File: config.mk
export PLATFORM = sky130hd
export DESIGN_NAME = json_string_unescape_utf8_core_flat
export DESIGN_NICKNAME = d
export VERILOG_FILES = /design/src/rtl/jsu_pkg.sv /design/src/rtl/jsu_if.sv /design/src/rtl/json_string_unescape_utf8_core.sv /design/src/rtl/jsu_front.sv /design/src/rtl/jsu_cmd_fifo.sv /design/src/rtl/jsu_back.sv /design/src/flat_wrapper.sv
export VERILOG_INCLUDE_DIRS = /design/src /design/src/rtl
export SDC_FILE = /design/constraint.sdc
export NUM_CORES = 1
export LEC_CHECK = 0
export BUFFER_PORTS_ARGS = -buffer_cell sky130_fd_sc_hd__buf_2
export CAP_MARGIN = 10
export CORE_UTILIZATION = 46
export DETAILED_ROUTE_END_ITERATION = 10
export PLACE_DENSITY = 0.7
export SYNTH_ARGS = -nofsm -noshare
export SYNTH_HDL_FRONTEND = slang
export SYNTH_SLANG_ARGS = --single-unit
File: constraint.sdc
create_clock -name clk -period 4.17 [get_ports clk]
set_input_delay 0.6255 -clock clk [delete_from_list [all_inputs] [get_ports clk]]
set_output_delay 0.6255 -clock clk [all_outputs]
set_load 0.02 [all_outputs]
File: src/rtl/json_string_unescape_utf8_core_defines.svh
// Assertion macros shared by the JSON string unescaper modules.
// Depends on clk and rst_n being present in the module that uses a macro.
`ifndef JSON_STRING_UNESCAPE_UTF8_CORE_DEFINES_SVH
`define JSON_STRING_UNESCAPE_UTF8_CORE_DEFINES_SVH

// The consequent must hold in the same cycle as the antecedent.
`define JSU_ASSERT_SAME(name, pre, post) \
    name: assert property (@(posedge clk) disable iff (!rst_n) (pre) |-> (post)) \
        else $error("jsu: same-cycle check failed");

// The consequent must hold in the cycle after the antecedent.
`define JSU_ASSERT_NEXT(name, pre, post) \
    name: assert property (@(posedge clk) disable iff (!rst_n) (pre) |=> (post)) \
        else $error("jsu: next-cycle check failed");

`endif

File: src/rtl/jsu_pkg.sv
// Shared types, constants and helper functions of the JSON string unescaper.
// No dependencies; the top level, front, queue, back and testbench import this package.
package jsu_pkg;

    // Width of the internal saturating length counter.
    localparam int LENGTH_BITS = 16;

    // Depth of the command queue between the front and back parts.
    localparam int CMD_DEPTH  = 4;
    localparam int CMD_PTR_W  = $clog2(CMD_DEPTH);
    localparam int CMD_CNT_W  = $clog2(CMD_DEPTH + 1);

    // Character codes that steer the decoder.
    localparam logic [7:0] CH_QUOTE     = 8'h22;
    localparam logic [7:0] CH_BACKSLASH = 8'h5C;
    localparam logic [7:0] CH_SLASH     = 8'h2F;
    localparam logic [7:0] CH_LOWER_U   = 8'h75;
    localparam logic [7:0] CH_LOWER_B   = 8'h62;
    localparam logic [7:0] CH_LOWER_F   = 8'h66;
    localparam logic [7:0] CH_LOWER_N   = 8'h6E;
    localparam logic [7:0] CH_LOWER_R   = 8'h72;
    localparam logic [7:0] CH_LOWER_T   = 8'h74;
    localparam logic [7:0] CH_NUL       = 8'h00;
    localparam logic [7:0] CH_SPACE     = 8'h20;

    // Surrogate and encoding range limits.
    localparam logic [15:0] SUR_HI_FIRST = 16'hD800;
    localparam logic [15:0] SUR_HI_LAST  = 16'hDBFF;
    localparam logic [15:0] SUR_LO_FIRST = 16'hDC00;
    localparam logic [15:0] SUR_LO_LAST  = 16'hDFFF;
    localparam logic [15:0] ONE_BYTE_MAX = 16'h007F;
    localparam logic [15:0] TWO_BYTE_MAX = 16'h07FF;
    localparam logic [20:0] SUPPLEMENTARY_BASE = 21'h10000;

    // Decoder modes.
    typedef enum logic [2:0] {
        MODE_IDLE,
        MODE_BODY,
        MODE_ESC,
        MODE_HEX1,
        MODE_WANT_BS,
        MODE_WANT_U,
        MODE_HEX2
    } mode_t;

    // Result kinds as they appear on the output.
    typedef enum logic [2:0] {
        KIND_DATA    = 3'd0,
        KIND_DONE    = 3'd1,
        KIND_BADHEX  = 3'd2,
        KIND_BADSUR  = 3'd3,
        KIND_BADESC  = 3'd4,
        KIND_CTRL    = 3'd5,
        KIND_NOQUOTE = 3'd6
    } kind_t;

    // One queued command: a code point to encode, or a single status result.
    typedef struct packed {
        kind_t                  kind;
        logic [20:0]            code;
        logic [1:0]             last_idx;   // number of UTF-8 bytes minus one
        logic [LENGTH_BITS-1:0] len_base;   // length before this command
    } cmd_t;

    // Saturating length add.
    function automatic logic [LENGTH_BITS-1:0] len_add(
        input logic [LENGTH_BITS-1:0] base,
        input logic [2:0]             inc
    );
        logic [LENGTH_BITS:0] sum;
        sum = {1'b0, base} + (LENGTH_BITS + 1)'(inc);
        return sum[LENGTH_BITS] ? {LENGTH_BITS{1'b1}} : sum[LENGTH_BITS-1:0];
    endfunction

    // Hex digit decode: bit 4 flags a valid digit.
    function automatic logic [4:0] hex_decode(input logic [7:0] ch);
        logic [4:0] res;
        res = 5'd0;
        if (ch >= 8'h30 && ch <= 8'h39) begin
            res = {1'b1, 4'(ch - 8'h30)};
        end
        else if (ch >= 8'h61 && ch <= 8'h66) begin
            res = {1'b1, 4'(ch - 8'h57)};
        end
        else if (ch >= 8'h41 && ch <= 8'h46) begin
            res = {1'b1, 4'(ch - 8'h37)};
        end
        return res;
    endfunction

    // Simple escape decode: bit 8 flags a known single-byte escape.
    function automatic logic [8:0] escape_decode(input logic [7:0] ch);
        logic [8:0] res;
        unique case (ch)
            CH_BACKSLASH, CH_QUOTE, CH_SLASH: res = {1'b1, ch};
            CH_LOWER_B: res = {1'b1, 8'h08};
            CH_LOWER_F: res = {1'b1, 8'h0C};
            CH_LOWER_N: res = {1'b1, 8'h0A};
            CH_LOWER_R: res = {1'b1, 8'h0D};
            CH_LOWER_T: res = {1'b1, 8'h09};
            default:    res = 9'd0;
        endcase
        return res;
    endfunction

    // Byte idx of the UTF-8 form of code point u, which has last_idx+1 bytes.
    function automatic logic [7:0] utf8_byte(
        input logic [20:0] u,
        input logic [1:0]  last_idx,
        input logic [1:0]  idx
    );
        logic [7:0] res;
        res = 8'd0;
        unique case (last_idx)
            2'd0: res = u[7:0];
            2'd1: res = (idx == 2'd0) ? {3'b110, u[10:6]} : {2'b10, u[5:0]};
            2'd2: begin
                unique case (idx)
                    2'd0:    res = {4'b1110, u[15:12]};
                    2'd1:    res = {2'b10, u[11:6]};
                    default: res = {2'b10, u[5:0]};
                endcase
            end
            default: begin
                unique case (idx)
                    2'd0:    res = {5'b11110, u[20:18]};
                    2'd1:    res = {2'b10, u[17:12]};
                    2'd2:    res = {2'b10, u[11:6]};
                    default: res = {2'b10, u[5:0]};
                endcase
            end
        endcase
        return res;
    endfunction

endpackage

File: src/rtl/jsu_if.sv
// Valid/ready channel interfaces for the JSON string unescaper.
// No dependencies.
interface jsu_byte_if;
    logic       valid;
    logic       ready;
    logic [7:0] char_byte;

    modport source (output valid, output char_byte, input ready);
    modport sink   (input valid, input char_byte, output ready);
endinterface

interface jsu_result_if;
    logic        valid;
    logic        ready;
    logic [7:0]  out_byte;
    logic [2:0]  kind;
    logic [15:0] decoded_length;
    logic        last;

    modport source (output valid, output out_byte, output kind, output decoded_length,
                    output last, input ready);
    modport sink   (input valid, input out_byte, input kind, input decoded_length,
                    input last, output ready);
endinterface

File: src/rtl/json_string_unescape_utf8_core.sv
// Top level of the streaming JSON string unescaper with UTF-8 output.
// Depends on jsu_pkg, jsu_if, jsu_front, jsu_cmd_fifo and jsu_back.
//
//   Port      Direction  Carries
//   chars     sink       one raw byte of JSON text per request
//   results   source     one output byte or status (done / error) per request
//
// The front takes one input byte per cycle while the command queue has room.
// A command expands to one to four results at one result per cycle while the
// receiver is ready, set by the single registered output stage; a four-byte
// character needs twelve inputs; results pass the queue, then the output stage.
// Reset clears the decoder mode, counters and queue; no clearing pass is needed.
// A stalled output fills the four-entry queue, after which input is held off.
module json_string_unescape_utf8_core (
    input  logic           clk,
    input  logic           rst_n,
    jsu_byte_if.sink       chars,
    jsu_result_if.source   results
);
    import jsu_pkg::*;

    logic  cmd_push;
    cmd_t  push_cmd;
    logic  cmd_full;
    logic  cmd_pop;
    logic  cmd_valid;
    cmd_t  head_cmd;

    jsu_front u_front (
        .clk      (clk),
        .rst_n    (rst_n),
        .chars    (chars),
        .cmd_full (cmd_full),
        .cmd_push (cmd_push),
        .cmd      (push_cmd)
    );

    jsu_cmd_fifo u_fifo (
        .clk       (clk),
        .rst_n     (rst_n),
        .push      (cmd_push),
        .push_cmd  (push_cmd),
        .full      (cmd_full),
        .pop       (cmd_pop),
        .not_empty (cmd_valid),
        .head      (head_cmd)
    );

    jsu_back u_back (
        .clk       (clk),
        .rst_n     (rst_n),
        .cmd_valid (cmd_valid),
        .cmd       (head_cmd),
        .cmd_pop   (cmd_pop),
        .results   (results)
    );

endmodule

File: src/rtl/jsu_front.sv
// Front part: accepts input bytes, tracks the string and escape state and
// queues commands for the back part. Depends on jsu_pkg and jsu_if.
module jsu_front (
    input  logic            clk,
    input  logic            rst_n,
    jsu_byte_if.sink        chars,
    input  logic            cmd_full,
    output logic            cmd_push,
    output jsu_pkg::cmd_t   cmd
);
    import jsu_pkg::*;

    mode_t                  mode_reg, mode_next;
    logic [1:0]             hex_count_reg, hex_count_next;
    logic [15:0]            acc_reg, acc_next;
    logic [15:0]            high_sur_reg, high_sur_next;
    logic [LENGTH_BITS-1:0] len_reg, len_next;

    logic        accept;
    logic [7:0]  ch;
    logic [4:0]  hex_res;
    logic [8:0]  esc_res;
    logic [15:0] acc_new;
    logic        digit_done;
    logic        acc_is_lo;
    logic        acc_is_hi;
    logic [20:0] pair_code;

    // The queue always has room for the command of an accepted byte.
    assign chars.ready = !cmd_full;
    assign accept      = chars.valid && chars.ready;
    assign ch          = chars.char_byte;

    // Shared decode of the incoming byte.
    assign hex_res    = hex_decode(ch);
    assign esc_res    = escape_decode(ch);
    assign acc_new    = {acc_reg[11:0], hex_res[3:0]};
    assign digit_done = (hex_count_reg == 2'd3);
    assign acc_is_lo  = (acc_new >= SUR_LO_FIRST) && (acc_new <= SUR_LO_LAST);
    assign acc_is_hi  = (acc_new >= SUR_HI_FIRST) && (acc_new <= SUR_HI_LAST);
    assign pair_code  = {1'b0, high_sur_reg[9:0], acc_new[9:0]} + SUPPLEMENTARY_BASE;

    // Next mode, taken only when a byte is accepted.
    always_comb
    begin
        mode_next = mode_reg;
        unique case (mode_reg)
            MODE_IDLE: begin
                if (ch == CH_QUOTE) mode_next = MODE_BODY;
            end
            MODE_BODY: begin
                if (ch == CH_QUOTE)          mode_next = MODE_IDLE;
                else if (ch == CH_BACKSLASH) mode_next = MODE_ESC;
                else if (ch < CH_SPACE)      mode_next = MODE_IDLE;
            end
            MODE_ESC: begin
                if (ch == CH_LOWER_U) mode_next = MODE_HEX1;
                else if (esc_res[8])  mode_next = MODE_BODY;
                else                  mode_next = MODE_IDLE;
            end
            MODE_WANT_BS: begin
                mode_next = (ch == CH_BACKSLASH) ? MODE_WANT_U : MODE_IDLE;
            end
            MODE_WANT_U: begin
                mode_next = (ch == CH_LOWER_U) ? MODE_HEX2 : MODE_IDLE;
            end
            MODE_HEX1: begin
                if (!hex_res[4])     mode_next = MODE_IDLE;
                else if (!digit_done) mode_next = MODE_HEX1;
                else if (acc_is_lo)  mode_next = MODE_IDLE;
                else if (acc_is_hi)  mode_next = MODE_WANT_BS;
                else                 mode_next = MODE_BODY;
            end
            MODE_HEX2: begin
                if (!hex_res[4])      mode_next = MODE_IDLE;
                else if (!digit_done) mode_next = MODE_HEX2;
                else if (!acc_is_lo)  mode_next = MODE_IDLE;
                else                  mode_next = MODE_BODY;
            end
            default: mode_next = MODE_IDLE;
        endcase
    end

    // Commands and datapath updates for the accepted byte.
    always_comb
    begin
        cmd_push       = 1'b0;
        cmd.kind       = KIND_DATA;
        cmd.code       = {13'd0, ch};
        cmd.last_idx   = 2'd0;
        cmd.len_base   = len_reg;
        hex_count_next = hex_count_reg;
        acc_next       = acc_reg;
        high_sur_next  = high_sur_reg;
        len_next       = len_reg;
        unique case (mode_reg)
            MODE_IDLE: begin
                if (ch == CH_QUOTE) len_next = '0;
            end
            MODE_BODY: begin
                if (ch == CH_QUOTE) begin
                    cmd_push = 1'b1;
                    cmd.kind = KIND_DONE;
                end
                else if (ch == CH_BACKSLASH) begin
                    cmd_push = 1'b0;
                end
                else if (ch < CH_SPACE) begin
                    cmd_push       = 1'b1;
                    cmd.kind       = (ch == CH_NUL) ? KIND_NOQUOTE : KIND_CTRL;
                    hex_count_next = 2'd0;
                    acc_next       = 16'd0;
                end
                else begin
                    cmd_push = 1'b1;
                    len_next = len_add(len_reg, 3'd1);
                end
            end
            MODE_ESC: begin
                if (ch == CH_LOWER_U) begin
                    hex_count_next = 2'd0;
                    acc_next       = 16'd0;
                end
                else if (esc_res[8]) begin
                    cmd_push = 1'b1;
                    cmd.code = {13'd0, esc_res[7:0]};
                    len_next = len_add(len_reg, 3'd1);
                end
                else begin
                    cmd_push       = 1'b1;
                    cmd.kind       = KIND_BADESC;
                    hex_count_next = 2'd0;
                    acc_next       = 16'd0;
                end
            end
            MODE_WANT_BS: begin
                if (ch != CH_BACKSLASH) begin
                    cmd_push       = 1'b1;
                    cmd.kind       = KIND_BADSUR;
                    hex_count_next = 2'd0;
                    acc_next       = 16'd0;
                end
            end
            MODE_WANT_U: begin
                cmd_push       = (ch != CH_LOWER_U);
                cmd.kind       = KIND_BADSUR;
                hex_count_next = 2'd0;
                acc_next       = 16'd0;
            end
            MODE_HEX1, MODE_HEX2: begin
                if (!hex_res[4]) begin
                    cmd_push       = 1'b1;
                    cmd.kind       = KIND_BADHEX;
                    hex_count_next = 2'd0;
                    acc_next       = 16'd0;
                end
                else if (!digit_done) begin
                    hex_count_next = hex_count_reg + 2'd1;
                    acc_next       = acc_new;
                end
                else begin
                    hex_count_next = 2'd0;
                    acc_next       = 16'd0;
                    if (mode_reg == MODE_HEX1) begin
                        if (acc_is_lo) begin
                            cmd_push = 1'b1;
                            cmd.kind = KIND_BADSUR;
                        end
                        else if (acc_is_hi) begin
                            // Hold the high half until the low escape arrives.
                            high_sur_next = acc_new;
                            acc_next      = acc_new;
                        end
                        else begin
                            cmd_push = 1'b1;
                            cmd.code = {5'd0, acc_new};
                            if (acc_new <= ONE_BYTE_MAX) begin
                                cmd.last_idx = 2'd0;
                                len_next     = len_add(len_reg, 3'd1);
                            end
                            else if (acc_new <= TWO_BYTE_MAX) begin
                                cmd.last_idx = 2'd1;
                                len_next     = len_add(len_reg, 3'd2);
                            end
                            else begin
                                cmd.last_idx = 2'd2;
                                len_next     = len_add(len_reg, 3'd3);
                            end
                        end
                    end
                    else if (!acc_is_lo) begin
                        cmd_push = 1'b1;
                        cmd.kind = KIND_BADSUR;
                    end
                    else begin
                        cmd_push     = 1'b1;
                        cmd.code     = pair_code;
                        cmd.last_idx = 2'd3;
                        len_next     = len_add(len_reg, 3'd4);
                    end
                end
            end
            default: cmd_push = 1'b0;
        endcase
        cmd_push = cmd_push && accept;
    end

    // Control state.
    always_ff @(posedge clk or negedge rst_n)
    begin
        if (!rst_n) begin
            mode_reg      <= MODE_IDLE;
            hex_count_reg <= 2'd0;
            acc_reg       <= 16'd0;
            high_sur_reg  <= 16'd0;
            len_reg       <= '0;
        end
        else if (accept) begin
            mode_reg      <= mode_next;
            hex_count_reg <= hex_count_next;
            acc_reg       <= acc_next;
            high_sur_reg  <= high_sur_next;
            len_reg       <= len_next;
        end
    end

endmodule

File: src/rtl/jsu_cmd_fifo.sv
// Short command queue between the front and back parts of the unescaper.
// Depends on jsu_pkg and the assertion macro header.
module jsu_cmd_fifo (
    input  logic            clk,
    input  logic            rst_n,
    input  logic            push,
    input  jsu_pkg::cmd_t   push_cmd,
    output logic            full,
    input  logic            pop,
    output logic            not_empty,
    output jsu_pkg::cmd_t   head
);
    import jsu_pkg::*;
    `include "json_string_unescape_utf8_core_defines.svh"

    cmd_t                 entries [CMD_DEPTH];
    logic [CMD_PTR_W-1:0] wr_ptr_reg, wr_ptr_next;
    logic [CMD_PTR_W-1:0] rd_ptr_reg, rd_ptr_next;
    logic [CMD_CNT_W-1:0] count_reg, count_next;

    assign full      = (count_reg == CMD_CNT_W'(CMD_DEPTH));
    assign not_empty = (count_reg != '0);
    assign head      = entries[rd_ptr_reg];

    // Pointer wrap works for any depth.
    always_comb
    begin
        wr_ptr_next = wr_ptr_reg;
        rd_ptr_next = rd_ptr_reg;
        if (push) begin
            wr_ptr_next = (wr_ptr_reg == CMD_PTR_W'(CMD_DEPTH - 1)) ? '0
                                                                      : wr_ptr_reg + 1'b1;
        end
        if (pop) begin
            rd_ptr_next = (rd_ptr_reg == CMD_PTR_W'(CMD_DEPTH - 1)) ? '0
                                                                      : rd_ptr_reg + 1'b1;
        end
        count_next = count_reg + CMD_CNT_W'(push) - CMD_CNT_W'(pop);
    end

    // Queue storage; entries need no reset.
    always_ff @(posedge clk)
    begin
        if (push) entries[wr_ptr_reg] <= push_cmd;
    end

    always_ff @(posedge clk or negedge rst_n)
    begin
        if (!rst_n) begin
            wr_ptr_reg <= '0;
            rd_ptr_reg <= '0;
            count_reg  <= '0;
        end
        else begin
            wr_ptr_reg <= wr_ptr_next;
            rd_ptr_reg <= rd_ptr_next;
            count_reg  <= count_next;
        end
    end

    `JSU_ASSERT_SAME(a_no_push_when_full, push, !full)
    `JSU_ASSERT_SAME(a_no_pop_when_empty, pop, not_empty)
    `JSU_ASSERT_NEXT(a_count_tracks, push && !pop, count_reg == $past(count_reg) + 1'b1)

endmodule

File: src/rtl/jsu_back.sv
// Back part: expands queued commands into UTF-8 bytes and status results
// through a registered output stage. Depends on jsu_pkg, jsu_if and the macros.
module jsu_back (
    input  logic            clk,
    input  logic            rst_n,
    input  logic            cmd_valid,
    input  jsu_pkg::cmd_t   cmd,
    output logic            cmd_pop,
    jsu_result_if.source    results
);
    import jsu_pkg::*;
    `include "json_string_unescape_utf8_core_defines.svh"

    logic [1:0]  idx_reg, idx_next;
    logic        out_valid_reg;
    logic [7:0]  out_byte_reg;
    kind_t       kind_reg;
    logic [15:0] len_reg;
    logic        last_reg;

    logic                   load;
    logic                   at_last;
    logic                   is_data;
    logic [LENGTH_BITS-1:0] len_now;

    // The output register takes a new result whenever it is empty or drained.
    assign load    = cmd_valid && (!out_valid_reg || results.ready);
    assign at_last = (idx_reg == cmd.last_idx);
    assign is_data = (cmd.kind == KIND_DATA);
    assign cmd_pop = load && at_last;
    assign len_now = is_data ? len_add(cmd.len_base, {1'b0, idx_reg} + 3'd1) : cmd.len_base;

    always_comb
    begin
        idx_next = idx_reg;
        if (load) idx_next = at_last ? 2'd0 : idx_reg + 2'd1;
    end

    // Control: byte index within the command and output valid.
    always_ff @(posedge clk or negedge rst_n)
    begin
        if (!rst_n) begin
            idx_reg       <= 2'd0;
            out_valid_reg <= 1'b0;
        end
        else begin
            idx_reg <= idx_next;
            if (load)               out_valid_reg <= 1'b1;
            else if (results.ready) out_valid_reg <= 1'b0;
        end
    end

    // Output payload.
    always_ff @(posedge clk)
    begin
        if (load) begin
            out_byte_reg <= is_data ? utf8_byte(cmd.code, cmd.last_idx, idx_reg) : 8'd0;
            kind_reg     <= cmd.kind;
            len_reg      <= 16'(len_now);
            last_reg     <= at_last;
        end
    end

    assign results.valid          = out_valid_reg;
    assign results.out_byte       = out_byte_reg;
    assign results.kind           = kind_reg;
    assign results.decoded_length = len_reg;
    assign results.last           = last_reg;

    `JSU_ASSERT_SAME(a_status_is_single,
                     out_valid_reg && (kind_reg != KIND_DATA), last_reg && (out_byte_reg == 8'd0))
    `JSU_ASSERT_SAME(a_partial_cmd_present, idx_reg != 2'd0, cmd_valid)
    `JSU_ASSERT_SAME(a_status_one_byte, cmd_valid && !is_data, cmd.last_idx == 2'd0)

endmodule

File: src/flat_wrapper.sv
// flat-port wrapper written by rule: the top's interface ports become plain ports
module json_string_unescape_utf8_core_flat import jsu_pkg::*;
  (clk, rst_n, chars_valid, chars_char_byte, chars_ready, results_valid, results_out_byte, results_kind, results_decoded_length, results_last, results_ready);
  jsu_byte_if chars_i ();
  jsu_result_if results_i ();
  input  logic clk;
  input  logic rst_n;
  input wire logic [$bits(chars_i.valid)-1:0] chars_valid;
  input wire logic [$bits(chars_i.char_byte)-1:0] chars_char_byte;
  output wire logic [$bits(chars_i.ready)-1:0] chars_ready;
  output wire logic [$bits(results_i.valid)-1:0] results_valid;
  output wire logic [$bits(results_i.out_byte)-1:0] results_out_byte;
  output wire logic [$bits(results_i.kind)-1:0] results_kind;
  output wire logic [$bits(results_i.decoded_length)-1:0] results_decoded_length;
  output wire logic [$bits(results_i.last)-1:0] results_last;
  input wire logic [$bits(results_i.ready)-1:0] results_ready;
  assign chars_i.valid = chars_valid;
  assign chars_i.char_byte = chars_char_byte;
  assign chars_ready = chars_i.ready;
  assign results_valid = results_i.valid;
  assign results_out_byte = results_i.out_byte;
  assign results_kind = results_i.kind;
  assign results_decoded_length = results_i.decoded_length;
  assign results_last = results_i.last;
  assign results_i.ready = results_ready;
  json_string_unescape_utf8_core u_core (.clk(clk), .rst_n(rst_n), .chars(chars_i), .results(results_i));
endmodule
== After elaboration in Yosys (flattened, before gate mapping) ==
Memories as Yosys holds them, arrays and structs flattened.
Index checks and enable logic that the tools add are counted.
Word-level totals
  flip-flop bits (word level): 81
  bits in writable memories: 168
  input bits: 12
  output and inout port bits: 30
  logic and storage cells: 218
  memories kept: 1
Memories
  u_core.u_fifo.entries: words 4, bits a word 42, read ports 1, clocked after Yosys merged registers in 0, wr ports 1, line jsu_cmd_fifo.sv:16  | cmd_t entries [CMD_DEPTH];
Cells by class
  add/subtract/negate cells: 16
  order comparisons: 13
  eq/ne operators: 41
  mux-type cells: 105
  bitwise operators: 1
  reduce and logical (&&, ||, !) cells: 27
Operators with widths (count)
  16-bit two-way mux: 20
  12-bit two-way mux: 11
  16-bit case mux with 4 select lines: 1
  12-bit case mux with 5 select lines: 1
  8-bit by 7-bit equality test with 1-bit output (second input constant): 7
  9-bit case mux with 6 select lines: 1
  26-bit two-way mux: 2
  3-bit two-way mux: 17
  23-bit two-way mux: 2
  21-bit case mux with 2 select lines: 1
  2-bit two-way mux: 19
  18-bit two-way mux: 2
  16-bit by 2-bit adder with 17-bit output (second input constant): 2
  16-bit greater-or-equal comparator (second input constant): 2
  16-bit <= comparator (second input constant): 2
  24-bit two-way mux: 1
  8-bit case mux with 3 select lines: 1
  20-bit by 17-bit adder with 21-bit output (second input constant): 1
  3-bit case mux with 7 select lines: 1
  7-bit case mux with 3 select lines: 1
  2-bit inequality test (second input constant): 10
  16-bit by 1-bit adder with 17-bit output (second input constant): 1
  16-bit by 3-bit adder with 17-bit output: 1
  16-bit by 3-bit adder with 17-bit output (second input constant): 1
  other kinds (47): 95

== Logic depth before layout (Yosys ltp) ==
Gate-level depths: netlist of run 1.
  depth after elaboration: 16
  mapped depth: 15
  gate-level depth less buffers: 13

== Hierarchy ==
A second synthesis of run 1 with hierarchy kept.
Second synthesis, totals
  cells, all modules: 1146
  area, all modules: 13564.3 um^2
Modules (own cells, without submodules)
  jsu_cmd_fifo: instances 1, cells each 256, area an instance 6531.3 um^2, sequential area each 5220.0 um^2
  jsu_front: instances 1, cells each 681, area an instance 4966.0 um^2, sequential area each 1076.0 um^2
  jsu_back: instances 1, cells each 209, area an instance 2067.0 um^2, sequential area each 915.9 um^2

== Worst setup path before layout of run 1 ==
Ideal clock, no wire load.
  kind: input-to-reg
  start: input port chars_char_byte[0]
  end: memory u_core.u_fifo.entries[0][0] in the netlist's numbering, enable pin
  setup time: 0.442 ns
  arrival: 3.982 ns
  required time: 3.728 ns
  slack: -0.253 ns
  stages on the path: 10
  path buffers: 0
  path through: inv_1 ha_1 or3b_2 nand4_1 nand2_1 a31oi_1 o21ai_1 o31ai_1 nand2_1 nor2_1
Between the ends
  word-level cells in the longest chain between the ends: 16
  elaborated cells between the ends (all ways): 39
  classes of those cells: add/sub (3); order compare (10); eq/ne (5); mux (15); reduce/logical (6)
Ends and longest elaborated chain
  from (decl): line flat_wrapper.sv:9  | input wire logic [$bits(chars_i.char_byte)-1:0] chars_char_byte;
  8-bit by 7-bit greater-or-equal comparator with 1-bit output / 8-bit by 7-bit <= comparator with 1-bit output (equally long branches): line jsu_pkg.sv:85  | else if (ch >= 8'h41 && ch <= 8'h46) begin
  1-bit logical AND: line jsu_pkg.sv:85
  5-bit two-way mux: line jsu_pkg.sv:85
  5-bit two-way mux: line jsu_pkg.sv:82  | else if (ch >= 8'h61 && ch <= 8'h66) begin
  5-bit two-way mux: line jsu_pkg.sv:79  | if (ch >= 8'h30 && ch <= 8'h39) begin
  16-bit greater-or-equal comparator / 16-bit <= comparator (equally long branches): line jsu_front.sv:40  | assign acc_is_hi = (acc_new >= SUR_HI_FIRST) && (acc_new <= SUR_HI_LAST);
  1-bit logical AND: line jsu_front.sv:40
  1-bit two-way mux: line jsu_front.sv:169  | else if (acc_is_hi) begin
  1-bit two-way mux: line jsu_front.sv:165  | if (acc_is_lo) begin
  1-bit two-way mux: line jsu_front.sv:164  | if (mode_reg == MODE_HEX1) begin
  1-bit two-way mux: line jsu_front.sv:157  | else if (!digit_done) begin
  1-bit two-way mux: line jsu_front.sv:151  | if (!hex_res[4]) begin
  1-bit case mux with 5 select lines (*): line jsu_front.sv:96  | unique case (mode_reg)
  1-bit logical AND (*): line jsu_front.sv:205  | cmd_push = cmd_push && accept;
  1-bit two-way mux (*): line jsu_cmd_fifo.sv:44  | if (push) entries[wr_ptr_reg] <= push_cmd;
  1-bit two-way mux (not written as such) (*): line jsu_cmd_fifo.sv:44
  to (decl): line jsu_cmd_fifo.sv:16
Mark *: on every way between the ends. The rest lies on a longest branch, timed or not.

== Worst setup path in the final report of run 1 ==
  start: register u_core.u_front.mode_reg[2]
  end: register u_core.u_fifo.count_reg[2]
Between the ends
  word-level cells in the longest chain between the ends: 8
  elaborated cells between the ends (all ways): 14
  classes of those cells: add/sub (2); eq/ne (6); mux (4); reduce/logical (2)
Ends and longest elaborated chain
  from (decl): line jsu_front.sv:13  | mode_t mode_reg, mode_next;
  from (signal assigned): line jsu_front.sv:219  | mode_reg <= mode_next;
  3-bit by 2-bit equality test with 1-bit output: line jsu_front.sv:96, jsu_front.sv:164
  1-bit two-way mux: line jsu_front.sv:164
  1-bit two-way mux: line jsu_front.sv:157
  1-bit two-way mux: line jsu_front.sv:151
  1-bit case mux with 5 select lines (*): line jsu_front.sv:96
  1-bit logical AND (*): line jsu_front.sv:205
  via u_core.cmd_push: line json_string_unescape_utf8_core.sv:22  | logic cmd_push;
  3-bit by 1-bit adder with 3-bit output (*): line jsu_cmd_fifo.sv:38  | count_next = count_reg + CMD_CNT_W'(push) - CMD_CNT_W'(pop);
  3-bit by 1-bit subtractor with 3-bit output (*): line jsu_cmd_fifo.sv:38
  via u_core.u_fifo.count_next[2]: line jsu_cmd_fifo.sv:19  | logic [CMD_CNT_W-1:0] count_reg, count_next;
  to (signal assigned): line jsu_cmd_fifo.sv:57  | count_reg <= count_next;
  to (decl): line jsu_cmd_fifo.sv:19
Mark *: on every way through the listed nets, which the timed path passes. The rest lies on a longest branch.
A chain may end at the register's enable or synchronous reset.

==> results.yml, run 1 <==
synthesis:
  async_reset_ff_share_pct: 21.3
  ys_seq_elements: 249
  muxShareOfSynthArea_pct: 9.49
  synth_largest_area_cell: "edfxtp_1"
  synthesis.nets: 1133
  ys_top_cells_by_area: "edfxtp_1, dfrtp_1, mux4_2"
  synth_edf_count: 196
  synth_top_family_by_area: "simple AND/OR/NAND/NOR gates"
  synth_flop_cell: "edfxtp_1"
  seq_area_frac_synth_pct: 55.7
  syn-cell-area_um2: 12900
  synth_top_area_share_pct: 45.5
  yosys_warnings: 0
  ys_types: 82
  synth_fa_ha_area_share_pct: 3.40
  synth-xor-area-share_pct: 2.37
  avgSynthCellArea_um2: 11.9
  synth-simple-area-share_pct: 12.8
  synth_compound_area_share_pct: 12.8
  synth_cells: 1087
clocking:
  numClockSinks: 249
  path_clk_slew_ps: 60
  clockBufferDepth: 3
  clk_latency_ps: 530
  cts.htree.levels: 1
  cts_hold_buffers: 0
  postCtsResizedCells: 0
  cts_setup_buffers: 0
  numCtsBuffers: 26
  cts-root-buf: "clkbuf_16"
  cts_tree: "yes"
sta:
  max_freq_mhz: 292
  slew_headroom_pct: 35.8
  rsz0062_at_grt: "no"
  worstMarginPinSlew_ps: 964
  setup_slack_ps: 742
  finalSetupViolCount: 0
  fin_hold_ws_ps: 221
  fin_skew_ps: 20.0
  hold_viol: 0
  fin_crit_sh_pct: 82.2
  setup_tns_ps: 0
  drv_slew: 0
  fin_crit_ps: 3430
floorplan:
  die-width_um: 170
  io_pins: 42
  core_area_um2: 27700
  rows: 61
  die_height_um: 170
  initial_core_util_pct: 46.7
  die_area_um2: 28800
pwr:
  leakagePower_nw: 5.18
  ir_drop_mv: 0.377
  power_density_nw_per_um2: 647
critical_path:
  critPathTopFamily: "compound AO/OA/AOI/OAI gates"
  r2r_start: "u_core.u_front.mode_reg[2]"
  worstSetupStartpointType: "register"
  slowest_delay_ps: 660
  cp_num_buf_inv: 1
  end_kind: "register"
  cp-startpoint: "u_core.u_front.mode_reg[2]"
  crit_fanout: 10
  critPathArrivalTime_ps: 3820
  cpMaxStageDelayCell: "o31ai_1"
  worstSetupPathType: "register to register"
  cp.required_ps: 4570
  path_cells: "nor2b_1, nand2_1, o31ai_1, a31oi_1, o21ai_1, o31ai_1, nand2_1, inv_1, ha_1, fa_1, xnor2_1"
layout:
  multi_input_area_um2: 5320
  n_fill_cell: 2366
  layout-drive-gt1-share_pct: 16.0
  stdcell_area_um2: 14400
  fin_nets: 1169
  seqCellArea_um2: 7210
  largest_reg_flops: 168
  antennaDiodeCount: 0
  final_util_pct: 52.1
  area_delta_synth_final_pct: 11.6
route:
  wire_per_inst_um: 19.9
  vias: 9146
  initialDrtViolationCount: 1042
  met1Wirelength_mm: 13.6
  topRoutingLayerUsed: "met4"
  drc: 0
  viasPerCell: 6.01
  wl_met2_mm: 13.8
  wl_met3_mm: 2.01
  drtPass1Iterations: 7
  wirelength_mm: 30.2
  postRouteAntennaNets: 0
job:
  cap_violations: 0
grt:
  grt.overflow.total: 0
  grt_pass1_vias: 8623
  grtUsageTotal_pct: 21.5
  grt_max_degree: 43
  grt_pass1_wl_mm: 48.0
  antenna_found_initial: 0
hold_path:
  min_path_type: "input port to asynchronous set/reset pin"
placement:
  numPortBuffers: 41
  placed_cell_area_um2: 13700
  hpwl_mm: 20.4
  post-place-ws_ps: 566
  place_congestion: 0.909
run_status:
  status: "complete, no violations"
==> placed cells by master, fill, tap and decap left out, types with 6 or more instances in the layout <==
cell type,n
xnor2_1,20
mux2i_1,8
a211oi_1,14
edfxtp_1,196
or3_1,8
nor3_1,21
nor2_1,74
clkbuf_1,11
buf_4,24
o21ai_1,10
a22oi_1,11
nor2b_1,10
a21oi_1,62
a31oi_1,16
ha_1,32
buf_2,41
and3_1,13
dfrtp_1,51
o211ai_1,6
nand2_1,115
nand3_1,43
nand4_1,15
clkbuf_16,27
o22ai_1,16
mux4_2,42
mux2_2,17
inv_1,47
a221oi_1,8
o21ai_0,41
xor2_1,15
==> metal layers <==
layer / vias up / GRT usage [%]
li1: 4207 / -
met1: 4462 / 31.5
met2: 410 / 33.4
met3: 67 / 2.89
met5: - / 0
met4: 0 / 6.15
==> final timing paths <==
check	end	slack, ps	cells past startpoint
max in group asynchronous	u_core.u_front.high_sur_reg[2]	3080	2
setup / recovery	u_core.u_fifo.count_reg[2]	740	11
hold reg to reg	u_core.u_front.high_sur_reg[2]	480	2
hold / removal	u_core.u_back.results.valid	220	1
setup reg to reg	u_core.u_fifo.count_reg[2]	740	11
min in group clk	u_core.u_back.results.valid	390	4
==> through the flow <==
step / std cells / total power, mW
after global placement: 1473 / 7.16
after global routing: 1521 / 9.91
after floorplan: 1087 / 6.24
after CTS: 1521 / 9.40
final: 1521 / 9.35
after detailed placement: 1473 / 7.25
==> power breakdown <==
part | internal, mW | leakage [nW] | switching (mW)
sequential | 3.36 | 2.53 | 0.434
clock | 1.23 | 0.375 | 0.898
combinational | 1.36 | 2.28 | 2.07
==> cell type report <==
class                           instances  area share (%)
Tap cell                              378            3.27
Clock buffer                           40            5.15
Clock inverter                          8           0.303
Multi-Input combinational cell        729            36.9
Inverter                               48            1.25
Sequential cell                       249            49.9
Timing Repair Buffer                   69            3.22
==> cells in the mapped netlist, drive strengths merged, types with 4 or more instances <==
cell    instances
nor2b          10
xor2           15
nor3           22
a221oi          9
nand2         115
a31oi          17
o311ai          5
o31ai           6
mux2           18
and2            8
o21bai          4
edfxtp        196
a32oi           4
and3           13
clkbuf         39
a211oi         14
and4            4
nand2b          5
mux4           42
a22oi          11
nor2           80
o211ai          6
xnor2          20
inv            47
or3             8
o22ai          16
nor4            5
nand3          44
or3b            4
buf            22
mux2i           8
ha             32
o21ai          51
a21oi          65
nand4          15
a21o            4
dfrtp          53
==> logic make-up after synthesis <==
| family | count (synthesis) |
|---|---|
| simple gates | 345 |
| flops | 249 |
| compound gates | 247 |
| buf+inv | 109 |
| mux | 68 |
| xor+xnor | 35 |
| fa+ha+maj | 34 |
No activity file was read; power rests on OpenSTA's default activity.
==> run 2, diff against run 1 <==
clock period = 3.21 ns   (was 4.17 ns; I/O delays follow)
==> results.yml, run 2 (same netlist as run 1, synthesis figures left out) <==
critical_path:
  worstSetupPathType: "register to register"
  crit_fanout: 12
  end_kind: "register"
  cp.required_ps: 3600
  critPathArrivalTime_ps: 3460
  worstSetupStartpointType: "register"
sta:
  fin_crit_sh_pct: 95.6
  max_freq_mhz: 326
  rsz0062_at_grt: "no"
  slew_headroom_pct: 28.7
  hold_viol: 0
  fin_skew_ps: 19.9
  setup_tns_ps: 0
  setup_slack_ps: 140
  fin_crit_ps: 3070
  finalSetupViolCount: 0
  worstMarginPinSlew_ps: 1070
  drv_slew: 0
layout:
  largest_reg_flops: 168
  layout-drive-gt1-share_pct: 19.3
  antennaDiodeCount: 0
  area_delta_synth_final_pct: 14.7
  fin_nets: 1213
  final_util_pct: 53.6
  layout_commonest_cell: "edfxtp_1"
  layout.cells.non_filler: 1565
  stdcell_area_um2: 14900
  final_cell_mix: "edfxtp_1, nand2_1, nor2_1, buf_4, a21oi_1"
clocking:
  cts-root-buf: "clkbuf_16"
  numClockSinks: 249
  cts_tree: "yes"
  cts.htree.levels: 1
  path_clk_slew_ps: 60
  clockBufferDepth: 3
  cts_setup_buffers: 0
  numCtsBuffers: 26
  clk_latency_ps: 540
route:
  initialDrtViolationCount: 979
  vias: 9379
  postRouteAntennaNets: 0
  wirelength_mm: 31.1
  wire_per_inst_um: 19.9
  viasPerCell: 5.99
  drc: 0
  drtPass1Iterations: 5
grt:
  grt_max_degree: 43
  use_met3_pct: 3.08
  grt_util_met1_pct: 32.3
  use_met2_pct: 34.7
  grt.overflow.total: 0
  grt-busiest-layer: "met2"
  grt_pass1_vias: 8850
  antenna_found_initial: 0
  grt_pass1_wl_mm: 49.6
  grtUsageTotal_pct: 22.1
pwr:
  ir_drop_mv: 0.443
  power_density_nw_per_um2: 844
  leakagePower_nw: 5.44
floorplan:
  io_pins: 42
  die_area_um2: 28800
  rows: 61
  core_area_um2: 27700
  die_height_um: 170
  die-width_um: 170
  initial_core_util_pct: 46.7
placement:
  post-place-ws_ps: 143
  dp_cells: 1517
  hpwl_mm: 21.8
  placed_cell_area_um2: 14000
  numPortBuffers: 41
  place_congestion: 0.958
run_status:
  status: "complete, no violations"
hold_path:
  min_path_type: "input port to asynchronous set/reset pin"
job:
  cap_violations: 0
-- run 2: cell count changes in the layout (fill, tap and decap cells not counted), moves of 2 or more --
cell        delta
buf_4         +40
buf_12         +4
clkinv_2       +3
bufinv_16      +2
clkbuf_8       -2
clkinvlp_4     -2
-- run 2: worst paths after layout --
check,to,from,cells past startpoint,slack [ps]
min in group clk,u_core.u_back.results.valid,results_ready,4,250
setup reg to reg,u_core.u_fifo.count_reg[1],u_core.u_fifo.rd_ptr_reg[0],9,140
setup / recovery,u_core.u_fifo.count_reg[1],u_core.u_fifo.rd_ptr_reg[0],9,140
max in group asynchronous,u_core.u_front.high_sur_reg[6],rst_n,2,2240
hold reg to reg,u_core.u_front.high_sur_reg[1],u_core.u_front.high_sur_reg[1],2,500
hold / removal,u_core.u_back.idx_reg[1],rst_n,1,130
-- run 2: final cells by class --
| type | instances | area, µm² |
|---|---|---|
| Clock buffer | 37 | 692 |
| Inverter | 48 | 180 |
| Sequential cell | 249 | 7220 |
| Tap cell | 378 | 473 |
| Fill cell | 2361 | 12900 |
| Clock inverter | 11 | 116 |
| Timing Repair Buffer | 113 | 846 |
| Multi-Input combinational cell | 729 | 5330 |
-- run 2: through the flow --
stage / total power [mW] / hold WS (ps)
floorplan: 8.13 / 186
global placement: 9.55 / 477
detailed placement: 9.68 / 475
CTS: 12.6 / 167
global route: 13.2 / 231
finish: 12.5 / 133
-- run 2: critical path, cell delays in order (launching register included) --
cell	delay [ps]
dfrtp_4	550
mux4_2	620
xnor2_2	180
nor2_1	320
nand2_1	180
inv_1	160
ha_1	260
inv_1	70
ha_1	170
fa_1	430
-- run 2: per-layer routing --
layer | part of all wire [%] | routed length, µm
met1 | 45 | 14000
met2 | 46 | 14300
met3 | 6.7 | 2080
met4 | 2.1 | 658
met5 | 0 | 0
-- run 2: timing repair --
item	CTS	global route
setup endpoints to repair	0	2
hold buffers	0	0
gates resized for setup	0	2
hold endpoints to repair	0	0
-- run 2: where the power goes --
group          switching, mW  internal [mW]  leakage, nW
combinational           2.99           1.97         2.52
sequential             0.377           4.37         2.53
clock                   1.18           1.66        0.393
total                   4.54           8.00         5.44
==> run 3, diff against run 2 <==
PLACE_DENSITY = 0.68   (was 0.7)
==> results.yml, run 3 (same netlist as run 1, synthesis figures left out) <==
run_status:
  status: "complete, no violations"
route:
  drtPass1Iterations: 5
  wirelength_mm: 31.7
  wire_per_inst_um: 20.2
  viasPerCell: 5.99
  postRouteAntennaNets: 0
  drc: 0
  vias: 9381
  initialDrtViolationCount: 867
grt:
  grt.overflow.total: 0
  grtUsageTotal_pct: 22.6
  grt_max_degree: 43
  grt_pass1_wl_mm: 50.5
  grt_pass1_vias: 8937
  antenna_found_initial: 1
sta:
  worstMarginPinSlew_ps: 808
  fin_crit_sh_pct: 93.7
  fin_skew_ps: 14.1
  slew_headroom_pct: 45.7
  rsz0062_at_grt: "no"
  finalSetupViolCount: 0
  fin_crit_ps: 3010
  hold_viol: 0
  max_freq_mhz: 333
  drv_slew: 0
  fin_hold_ws_ps: 235
  setup_tns_ps: 0
hold_path:
  whs_path_depth: 4
  min_path_type: "input port to register"
layout:
  antennaDiodeCount: 0
  n_fill_cell: 2365
  fin_nets: 1216
  area_delta_synth_final_pct: 15.7
  layout_commonest_cell: "edfxtp_1"
  largest_reg_flops: 168
  layout-drive-gt1-share_pct: 19.9
  final_cell_mix: "edfxtp_1, nand2_1, nor2_1, buf_4, a21oi_1"
critical_path:
  crit_fanout: 28
  worstSetupStartpointType: "register"
  critPathArrivalTime_ps: 3450
  worstRegToRegCells: 13
  cp.required_ps: 3660
  end_kind: "register"
  worstSetupPathType: "register to register"
clocking:
  clockBufferDepth: 3
  numClockSinks: 249
  postCtsResizedCells: 0
  cts-root-buf: "clkbuf_16"
  path_clk_slew_ps: 60
  cts_tree: "yes"
  clk_latency_ps: 530
  cts.htree.levels: 1
  numCtsBuffers: 27
pwr:
  ir_drop_mv: 0.543
  leakagePower_nw: 5.50
  power_density_nw_per_um2: 858
placement:
  hpwl_mm: 21.7
  numPortBuffers: 41
  place_congestion: 0.943
floorplan:
  rows: 61
  core_area_um2: 27700
  die_area_um2: 28800
  die_height_um: 170
  io_pins: 42
  die-width_um: 170
  initial_core_util_pct: 46.7
job:
  cap_violations: 0
## run 3: power breakdown
part / internal (mW) / total (mW) / leakage, nW / switching, mW
registers: 4.37 / 4.73 / 2.53 / 0.365
logic: 1.92 / 4.88 / 2.51 / 2.96
clock network: 2.02 / 3.26 / 0.454 / 1.24
total: 8.30 / 12.9 / 5.50 / 4.56
## run 3: metal layers
layer,global-route usage (%),wire length [µm],vias up
met5,0,0,-
li1,-,-,4300
met1,32.4,14200,4629
met2,36.3,14700,382
met4,5.76,698,0
met3,2.82,2060,70
## run 3: what timing repair did
item / CTS / global route
endpoints found under the hold margin: 5 / 0
hold buffers: 1 / 0
buffers inserted: 0 / 0
## run 3: path summary, 6_finish.rpt
path	from	end	slack, ps
setup / recovery	u_core.u_front.acc_reg[11]	u_core.u_front.len_reg[0]	200
hold / removal	results_ready	u_core.u_back.results.valid	230
setup reg to reg	u_core.u_front.acc_reg[11]	u_core.u_front.len_reg[0]	200
hold reg to reg	u_core.u_front.high_sur_reg[0]	u_core.u_front.high_sur_reg[0]	480
max in group asynchronous	rst_n	u_core.u_front.acc_reg[2]	2100
min in group asynchronous	rst_n	u_core.u_back.results.valid	340
## run 3: layout make-up
cell class	count	area, µm²	share of cell area [%]
Clock inverter	13	209	1.39
Timing Repair Buffer	115	851	5.68
Multi-Input combinational cell	729	5320	35.5
Clock buffer	35	736	4.91
Sequential cell	249	7210	48.1
Tap cell	378	473	3.16
Inverter	48	180	1.20
## run 3: through the flow
step	std cells	power, mW	util [%]	setup slack (ps)	area [µm²]
floorplan	1087	8.13	-	-419	13000
global placement	1518	9.50	50.6	228	14000
detailed placement	1518	9.62	50.6	172	14000
CTS	1567	12.9	54.1	219	15000
global route	1567	13.6	54.1	19.8	15000
finish	1567	12.9	54.1	203	15000
## run 3: worst max-delay path: stages, from the launching register on
cell and delay [ps]:
dfrtp_1 420, and4b_1 260, and2_1 190, nand2_1 110, inv_1 110, ha_1 200, a311o_1 300, a221oi_2 250
nor2_1 80, or3b_1 400, buf_12 190, a31oi_4 180, a21oi_1 90, a31oi_1 150
